`config.mk`:
```
export PLATFORM = sky130hd
export DESIGN_NAME = npt_ctrl
export DESIGN_NICKNAME = d
export VERILOG_FILES = /design/src/hdl/npt_pkg.sv /design/src/hdl/npt_ctrl.sv
export SDC_FILE = /design/constraint.sdc
export NUM_CORES = 1
export LEC_CHECK = 0
export BUFFER_PORTS_ARGS = -buffer_cell sky130_fd_sc_hd__buf_2
export CORE_MARGIN = 2
export CORE_UTILIZATION = 35
export CTS_BUF_LIST = sky130_fd_sc_hd__clkbuf_8 sky130_fd_sc_hd__clkbuf_16
export DETAILED_ROUTE_END_ITERATION = 8
export GPL_TIMING_DRIVEN = 0
export SLEW_MARGIN = 20
export SYNTH_ARGS = -nofsm -noshare
export SYNTH_HDL_FRONTEND = slang
export SYNTH_SLANG_ARGS = --single-unit
```
`constraint.sdc`:
```
create_clock -name clock -period 2.5 [get_ports clock]
set_clock_uncertainty 0.2 [all_clocks]
set_input_delay 0.5 -clock clock [delete_from_list [all_inputs] [get_ports clock]]
set_output_delay 0.5 -clock clock [all_outputs]
set_load 0.01 [all_outputs]
```
`src/hdl/npt_pkg.sv`:
```
// ----------------------------------------------------------------------------
// Palette trainer package
// Shared types, codes and widths of the neural palette trainer.
// ----------------------------------------------------------------------------
package npt_pkg;

   localparam int unsigned CHAN_W     = 12;
   localparam int unsigned MEM_W      = 3 * CHAN_W;
   localparam int unsigned DIV_NUM_W  = 30;
   localparam int unsigned DIV_DEN_W  = 24;
   localparam int unsigned DIV_CNT_W  = 5;
   localparam int unsigned CSR_ADDR_W = 5;

   localparam logic [1:0] OP_INIT  = 2'd0;
   localparam logic [1:0] OP_EPOCH = 2'd1;
   localparam logic [1:0] OP_TRAIN = 2'd2;
   localparam logic [1:0] OP_READ  = 2'd3;

   localparam logic [2:0] REG_NEURON_COUNT   = 3'd0;
   localparam logic [2:0] REG_SAMPLE_COUNT   = 3'd1;
   localparam logic [2:0] REG_ALPHA_DIVISOR  = 3'd2;
   localparam logic [2:0] REG_DECAY_INTERVAL = 3'd3;
   localparam logic [2:0] REG_START_RADIUS   = 3'd4;

   localparam logic [10:0] LEARN_RATE_START = 11'd1024;

   typedef struct packed {
      logic [8:0]  neuron_count;
      logic [23:0] sample_count;
      logic [6:0]  alpha_divisor;
      logic [17:0] decay_interval;
      logic [5:0]  start_radius;
   } npt_cfg_type;

   typedef struct packed {
      logic accept;
      logic init_start;
      logic div_init;
      logic init_write;
      logic epoch;
      logic scan_start;
      logic scan_run;
      logic upd_start;
      logic upd_read;
      logic upd_mul;
      logic upd_write;
      logic div_alpha;
      logic alpha_write;
      logic div_rad;
      logic rad_write;
      logic dec_finish;
      logic rd_read;
      logic out_load;
   } npt_cmd_type;

   typedef struct packed {
      logic div_done;
      logic init_last;
      logic scan_done;
      logic upd_last;
      logic cd_zero;
      logic rad_live;
      logic out_free;
   } npt_status_type;

endpackage

```
`src/hdl/npt_ctrl.sv`:
```
// ----------------------------------------------------------------------------
// Palette trainer controller
// State machine that sequences each operation through the datapath.
// ----------------------------------------------------------------------------
module npt_ctrl (
   input  logic                    clock,
   input  logic                    reset,
   input  logic                    req_valid,
   output logic                    req_stall,
   input  logic [1:0]              req_op,
   input  npt_pkg::npt_status_type status,
   output npt_pkg::npt_cmd_type    cmd
);
   import npt_pkg::*;

   typedef enum logic [14:0] {
      ST_IDLE       = 15'h0001,
      ST_INIT_DIV   = 15'h0002,
      ST_INIT_WAIT  = 15'h0004,
      ST_SCAN       = 15'h0008,
      ST_UPD_START  = 15'h0010,
      ST_UPD_RD     = 15'h0020,
      ST_UPD_MUL    = 15'h0040,
      ST_UPD_WR     = 15'h0080,
      ST_DEC        = 15'h0100,
      ST_ALPHA_GO   = 15'h0200,
      ST_ALPHA_WAIT = 15'h0400,
      ST_RAD_GO     = 15'h0800,
      ST_RAD_WAIT   = 15'h1000,
      ST_RD_ADDR    = 15'h2000,
      ST_FIN        = 15'h4000
   } npt_state_type;

   npt_state_type state_ff, state_in;

   always_comb begin
      state_in  = state_ff;
      cmd       = '0;
      req_stall = state_ff != ST_IDLE;
      case (state_ff)
         ST_IDLE: begin
            if (req_valid) begin
               cmd.accept = 1'b1;
               case (req_op)
                  OP_INIT: begin
                     cmd.init_start = 1'b1;
                     state_in       = ST_INIT_DIV;
                  end
                  OP_EPOCH: begin
                     cmd.epoch = 1'b1;
                     state_in  = ST_FIN;
                  end
                  OP_TRAIN: begin
                     cmd.scan_start = 1'b1;
                     state_in       = ST_SCAN;
                  end
                  default: begin
                     state_in = ST_RD_ADDR;
                  end
               endcase
            end
         end
         ST_INIT_DIV: begin
            cmd.div_init = 1'b1;
            state_in     = ST_INIT_WAIT;
         end
         ST_INIT_WAIT: begin
            if (status.div_done) begin
               cmd.init_write = 1'b1;
               state_in       = status.init_last ? ST_FIN : ST_INIT_DIV;
            end
         end
         ST_SCAN: begin
            cmd.scan_run = 1'b1;
            if (status.scan_done) begin
               state_in = ST_UPD_START;
            end
         end
         ST_UPD_START: begin
            cmd.upd_start = 1'b1;
            state_in      = ST_UPD_RD;
         end
         ST_UPD_RD: begin
            cmd.upd_read = 1'b1;
            state_in     = ST_UPD_MUL;
         end
         ST_UPD_MUL: begin
            cmd.upd_mul = 1'b1;
            state_in    = ST_UPD_WR;
         end
         ST_UPD_WR: begin
            cmd.upd_write = 1'b1;
            state_in      = status.upd_last ? ST_DEC : ST_UPD_RD;
         end
         ST_DEC: begin
            if (status.cd_zero) begin
               state_in = ST_ALPHA_GO;
            end else begin
               cmd.dec_finish = 1'b1;
               state_in       = ST_FIN;
            end
         end
         ST_ALPHA_GO: begin
            cmd.div_alpha = 1'b1;
            state_in      = ST_ALPHA_WAIT;
         end
         ST_ALPHA_WAIT: begin
            if (status.div_done) begin
               cmd.alpha_write = 1'b1;
               state_in        = ST_RAD_GO;
            end
         end
         ST_RAD_GO: begin
            if (status.rad_live) begin
               cmd.div_rad = 1'b1;
               state_in    = ST_RAD_WAIT;
            end else begin
               cmd.rad_write  = 1'b1;
               cmd.dec_finish = 1'b1;
               state_in       = ST_FIN;
            end
         end
         ST_RAD_WAIT: begin
            if (status.div_done) begin
               cmd.rad_write  = 1'b1;
               cmd.dec_finish = 1'b1;
               state_in       = ST_FIN;
            end
         end
         ST_RD_ADDR: begin
            cmd.rd_read = 1'b1;
            state_in    = ST_FIN;
         end
         ST_FIN: begin
            if (status.out_free) begin
               cmd.out_load = 1'b1;
               state_in     = ST_IDLE;
            end
         end
         default: begin
            state_in = ST_IDLE;
         end
      endcase
   end

   always_ff @(posedge clock) begin
      if (reset) begin
         state_ff <= ST_IDLE;
      end else begin
         state_ff <= state_in;
      end
   end

endmodule

```
* Word-level counts from Yosys, hierarchy flattened
Index checks and enable logic that the tools add are counted.
** Storage, ports and cells
- Bits in registers :: 15
- Latch bits :: 0
- Bits in writable memories :: 0
- Memory bits (read-only) :: 0
- Input port bits :: 12
- Word-level logic and storage cells :: 66
- Memories kept :: 0
** Operators by class
- Add/sub/neg operators :: 0
- $mul :: 0
- Divide/modulo/power cells :: 0
- $lt $le $gt $ge :: 0
- Eq/ne operators :: 24
- Shift operators :: 0
- Muxes and demuxes :: 39
- Bitwise operators :: 0
- Reduce and logical (&&, ||, !) cells :: 2
** Operator list (number)
- 15-bit one-hot mux with 15 select lines :: 1
- 15-bit 2-to-1 mux :: 9
- 15-bit one-hot mux with 3 select lines :: 1
- 1-bit 2-to-1 mux :: 19
- 15-bit by 1-bit equality test with 1-bit output, second input constant :: 1
- 15-bit by 10-bit equality test with 1-bit output, second input constant :: 1
- 15-bit by 11-bit equality test with 1-bit output, second input constant :: 1
- 15-bit by 12-bit equality test with 1-bit output, second input constant :: 1
- 15-bit by 13-bit equality test with 1-bit output, second input constant :: 1
- 15-bit by 14-bit equality test with 1-bit output, second input constant :: 1
- 15-bit equality test, second input constant :: 1
- 15-bit by 2-bit equality test with 1-bit output, second input constant :: 1
- 15-bit by 3-bit equality test with 1-bit output, second input constant :: 1
- 15-bit by 4-bit equality test with 1-bit output, second input constant :: 1
- 15-bit by 5-bit equality test with 1-bit output, second input constant :: 1
- 15-bit by 6-bit equality test with 1-bit output, second input constant :: 1
- 15-bit by 7-bit equality test with 1-bit output, second input constant :: 1
- 15-bit by 8-bit equality test with 1-bit output, second input constant :: 1
- 15-bit by 9-bit equality test with 1-bit output, second input constant :: 1
- 15-bit by 1-bit inequality test with 1-bit output, second input constant :: 1
- 2-bit 2-to-1 mux :: 6
- 2-bit inequality test, second input constant :: 6
- 9-bit 2-to-1 mux :: 1
- 6-bit AND reduction :: 1
- 5 further kinds :: 5

* Logic depth before layout (Yosys ltp)
Gate-level depths: netlist of the first run.
- Depth after elaboration :: 4
- Mapped depth :: 7
- Mapped depth without buffers :: 6

* Least setup slack after synthesis of the first run
OpenSTA, ideal clock, no wires.
- Path kind :: flip-flop to output port
- Start :: register state_ff[10]
- End :: output cmd[12] in the netlist's numbering
- Arrival :: 2.094 ns
- Data required time :: 1.800 ns
- Slack :: -0.294 ns
- Stages on the path, launching flop included :: 7
- Buffers on the path :: 1
- Path through :: dfxtp_1 or4_1 buf_2 or4_4 nor2_2 nand2_1 nor3b_1
** RTL lines
- from (decl) :: line npt_ctrl.sv:34 : npt_state_type state_ff, state_in;
- from (signal assigned) :: line npt_ctrl.sv:150 : state_ff <= state_in;
- to (decl) :: line npt_ctrl.sv:12 : output npt_pkg::npt_cmd_type cmd

==> out/summary.txt, run 1 <==
initial core utilization: 37.2%
via count: 1276
number of synthesized flops with an enable pin: 0
final design utilization: 61.4%
Crit-path slowest cell: or4_4
Synthesized Nets: 154
Die H: 58.6 um
detailed placer's ending HPWL: 2.21 mm
vias in the first global route: 1225
warning count from the yosys run: 0
slowest stage delay, CP: 580 ps
slew margin rel.: 64.9%
n_diodes: 0
CTS sink cnt: 15
post-layout minimum cycle time: 2900 ps
Core ar.: 2810 sq um
Worst-path clk slew: 70 ps
biggest regs: state_ff: 15 flops
failing checks: DRC, setup timing
largest net degree at the start of global routing: 11
TNS Setup: -4500 ps
dpl cells: 203
initial antenna violation count: 0
mux cell area share after synthesis: 0%
router iterations before antenna repair: 6
Total Die Area: 3440 sq um
final slew viol count: 0
cell mode on critical path: or4_4
fmax: 345 MHz
largest family of logic cells by synthesized area: simple AND/OR/NAND/NOR gates
DRT iter0 DRCs: 48
gr usage total: 21.2%
post-synthesis adder-cell area fraction: 0%
CP max FO: 4
Post-Synth Simple-Gate Area: 46.7%
port buffer count: 30
# rows: 19
first-pass GRT wire length: 5.62 mm
final setup vio count: 19
R2R depth: 8
Post-Syn Instances: 142
Yosys top cell area share: 28.7%
crit path kind: reg -> out
max reg flops: 15
post-layout instance count excluding filler cells: 228
Largest Register: state_ff
Worst-Skew Late Latency: 250 ps
Netlist Area Pre-Place: 1040 sq um
number of I/O pins: 31
status: finished, violations left
grt ovf: 0
worst path cell trace: or4_4 -> buf_6 -> or4_4 -> o31ai_4 -> buf_2
Seq cells post-synth: 15
Critical Path RT: 1800 ps
WL final: 3.59 mm
Avg WL per Cell: 15.7 um
Nets: 210
Netlist cell types: 44
Most used DFF post-synth: dfxtp_1
Placer Congestion: 0.805
total of max-cap violations: 0
H-tree Lvls: 1
Pleak: 0.000783 uW
syn_area_per_cell: 7.36 sq um
Post-route DRC: 3
pwr dens: 603 nW/um^2
Worst IR Drop VDD: 337 uV
post-synthesis compound-gate area fraction: 17.1%
die width: 58.6 um
post-DR vias/cell: 5.60
Synth Area in XOR/XNOR: 2.51%
Tightest Pin Transition: 526 ps
path type of the worst min-delay path: in -> reg
critical path arrival: 2200 ps
RSZ-0062 raised after global routing: yes
CTS tree: built
Tcrit/Tclk final: 116%
Post-synth ARST share: 0%
post-synth top area cell: dfxtp_1
hold-critical path depth: 2
final worst slack: -399 ps
Final Hold Viols: 0
Routed Antenna Nets: 0
CP Capture Type: output port
layout cells sized above 1: 53.3%
total CTS buffers: 3
CTS root buffer: clkbuf_8
crit start category: flop
register area share after synthesis: 28.7%
Max Root-Sink Buffers: 2
Fillers: 242
Synth area leaders: dfxtp_1, nor2_1, a21oi_1
synth-to-layout area growth: 64.9%
-- logic make-up after synthesis --
| logic type | Yosys count |
|---|---|
| and+or+nand+nor | 85 |
| buffers and inverters | 13 |
| DFF | 15 |
| xor gates and xnor gates | 3 |
| AOI/OAI and AO/OA | 26 |
-- what timing repair did --
action	in CTS	in global routing
hold buffers	0	0
resized for setup	34	24
setup endpoints to repair	25	29
pin swaps	16	14
gates cloned	1	0
setup buffers	16	10
-- metrics by stage --
step	worst slack [ps]	hold slack, ps	power (uW)	area (sq um)
after global routing	-504	240	1100	1720
after detailed placement	-330	310	625	1270
after global placement	-301	304	620	1270
after CTS	-510	244	988	1580
after floorplan	-167	271	535	1080
final	-399	234	1040	1720
-- path summary, 6_finish.rpt --
check | from | slack (ps) | to
setup / recovery | state_ff[7] | -400 | cmd[3]
hold / removal | reset | 230 | state_ff[6]
setup reg to reg | state_ff[12] | -30 | state_ff[11]
hold reg to reg | state_ff[8] | 320 | state_ff[9]
-- report_power, final --
group	internal (uW)	switching, uW
clock	111	96.4
combinational	276	287
sequential	250	19.0
-- worst max-delay path, delay by kind of cell, from the launching register on --
| kind | cells | cell delay [ps] |
|---|---|---|
| AND/OR/NAND/NOR | 2 | 1060 |
| flip-flops | 1 | 340 |
| buffers and inverters | 2 | 310 |
| AO/OA/AOI/OAI | 1 | 220 |
-- synthesized netlist by cell type (3+ instances only) --
cell type	number
nor3b_1	5
nor2b_1	4
nand2_1	6
clkbuf_1	4
nand2b_1	7
dfxtp_1	15
nor4_1	7
nor3_1	8
nor2_1	22
or4_4	3
o21ai_0	3
nand3_1	3
a21oi_1	9
and3_1	5
inv_1	7
-- layout make-up --
| type | instances | area, sq um | share of cell area, % |
|---|---|---|---|
| Buffer | 1 | 3.75 | 0.218 |
| Clock buffer | 3 | 41.3 | 2.40 |
| Clock inverter | 1 | 5.00 | 0.290 |
| Inverter | 7 | 26.3 | 1.53 |
| Multi-Input combinational cell | 115 | 911 | 52.9 |
| Sequential cell | 15 | 325 | 18.9 |
| Tap cell | 31 | 38.8 | 2.25 |
| Timing Repair Buffer | 55 | 372 | 21.6 |
-- cell usage in the layout (no fill, tap or decap), drive strengths merged, types with 5 or more instances in the layout --
master,n
a21oi,9
and3,5
buf,55
dfxtp,15
inv,7
nand2,6
nand2b,7
nor2,23
nor3,9
nor3b,5
nor4,7
or4,5
-- layer usage --
metal	part of all wire (%)	vias up	track usage [%]
met4	1.4	0	7.79
met5	0	-	0
met2	50	35	35.3
li1	-	624	-
met1	43	611	27.9
met3	5.5	6	2.86
(Power assumes the default switching activity.)
==> run 2: changes to the inputs <==
ABC_AREA = 1   (was default)
==> run 2 against run 1 <==
The run now ends clean; critical path depth grew 2; maximum frequency increased by 22%; combinational power shrank 8.9%; via count shrank 9.0%; critical endpoint is now cmd[2]; largest power group unchanged.
==> out/summary.txt, run 2 <==
Worst IR Drop VDD: 496 uV
Die H: 61.5 um
Yosys top cell area share: 25.9%
Crit-path slowest cell: dfxtp_1
top-count cell post-synth: nor2_1
storage element area: 300 sq um
Post-route DRC: 0
Seq cells post-synth: 15
crit start category: flop
Final Hold Viols: 0
largest net degree at the start of global routing: 11
postcts setup bufs: 0
initial core utilization: 37.3%
multi-input logic area: 728 sq um
combinational share of power: 51.4%
Total Die Area: 3780 sq um
max reg flops: 15
gr usage total: 15.2%
dpl cells: 252
status: completed
Max Root-Sink Buffers: 2
number of synthesized flops with an enable pin: 0
share of total power in sequential cells: 28.4%
Core ar.: 3100 sq um
Synthesized Nets: 190
post-DR vias/cell: 4.54
post-layout instance count excluding filler cells: 256
Pleak: 0.000773 uW
H-tree Lvls: 1
vias in the first global route: 975
total of max-cap violations: 0
layout cells sized above 1: 30.2%
synth-to-layout area growth: 22.9%
grt ovf: 0
slew margin rel.: 61.5%
router iterations before antenna repair: 4
crit path kind: reg -> out
critical path arrival: 1670 ps
Tcrit/Tclk final: 94.7%
register area share after synthesis: 25.9%
path type of the worst min-delay path: in -> reg
pwr dens: 702 nW/um^2
port buffer count: 30
Tightest Pin Transition: 577 ps
WL final: 2.69 mm
Netlist Area Pre-Place: 1160 sq um
Sw Pwr: 452 uW
worst path cell trace: nor2_4 -> nand2_4 -> nor2_8 -> nand3_2 -> o21ai_0 -> o21bai_1 -> buf_2
Routed Antenna Nets: 0
final design utilization: 45.8%
Avg WL per Cell: 10.5 um
syn_area_per_cell: 6.50 sq um
n_diodes: 0
Power Total: 999 uW
commonest non-fill, non-tap cells in the layout: nor2_1, inv_1, nand2_1, buf_2, dfxtp_1
Clk network pwr share: 20.3%
final slew viol count: 0
commonest cells in the synthesized netlist: nor2_1, inv_1, nand2_1
via count: 1161
commonest non-fill, non-tap cell in the layout: nor2_1
Synth area leaders: dfxtp_1, nor2_1, inv_1
fmax: 422 MHz
Worst-Skew Late Latency: 250 ps
biggest regs: state_ff: 15 flops
Most used DFF post-synth: dfxtp_1
initial antenna violation count: 0
post-synth top area cell: dfxtp_1
Post-synth ARST share: 0%
die width: 61.5 um
RSZ-0062 raised after global routing: no
warning count from the yosys run: 0
CTS sink cnt: 15
Largest Register: state_ff
total CTS buffers: 3
number of I/O pins: 31
Nets: 225
final setup vio count: 0
CP max FO: 9
Worst-path clk slew: 70 ps
slowest stage delay, CP: 370 ps
# rows: 20
CTS root buffer: clkbuf_8
first-pass GRT wire length: 4.20 mm
Fillers: 357
cts repair resizes: 0
Net Sw Frac: 45.3%
CP Capture Type: output port
Netlist cell types: 26
Placer Congestion: 0.786
CTS tree: built
detailed placer's ending HPWL: 2.14 mm
TNS Setup: 0 ps
DRT iter0 DRCs: 33
Int Power: 547 uW
Post-Syn Instances: 178
hold buffer count at cts: 0
Critical Path RT: 1800 ps
post-layout minimum cycle time: 2370 ps
-- run 2: power by group through the flow --
stage / combinational, uW / clock [uW] / sequential, uW
after floorplan: 402 / 0 / 279
after global placement: 514 / 0 / 282
after detailed placement: 513 / 0 / 282
after CTS: 515 / 206 / 277
after global routing: 560 / 219 / 287
final: 513 / 202 / 284
-- run 2: cell families after synthesis --
| group | share of synthesized area (%) |
|---|---|
| flip-flops | 25.9 |
| AND/OR/NAND/NOR | 54.1 |
| buffers and inverters | 12.4 |
| AO/OA/AOI/OAI | 7.57 |
-- run 2: area by class of cell --
type / instances / area share [%]
clock buffers: 3 / 2.90
multi-input cells: 128 / 51.2
flip-flops and latches: 15 / 21.1
inverters: 33 / 9.06
well taps: 44 / 3.87
clock inverters: 1 / 0.264
repair buffers: 30 / 10.6
plain buffers: 2 / 1.06
-- run 2: routing by layer --
metal	up-vias	part of all wire (%)	track usage, %
li1	621	-	-
met1	513	47	18.9
met2	25	47	25.7
met3	2	5.1	5.04
met4	0	0.37	2.74
met5	-	0	0
-- run 2: critical path, delay by kind of cell, from the launching register on --
family	cells	cell delay, ps
AO/OA/AOI/OAI	2	330
buffers and inverters	1	140
AND/OR/NAND/NOR	4	580
flip-flops	1	370
-- run 2: worst paths after layout --
path	endpoint	start	slack (ps)	depth (start not counted)
hold reg to reg	state_ff[10]	state_ff[10]	320	2
setup reg to reg	state_ff[0]	state_ff[12]	710	12
hold / removal	state_ff[8]	status[3]	300	3
setup / recovery	cmd[2]	state_ff[0]	130	7
-- run 2: through the flow --
stage          setup WS (ps)  hold slack (ps)  area, sq um
2_1_floorplan            389              277         1160
3_3_place_gp             362              294         1360
3_5_place_dp             364              302         1360
4_1_cts                 83.3              302         1410
5_1_grt                 12.1              305         1420
6_report                 133              304         1420
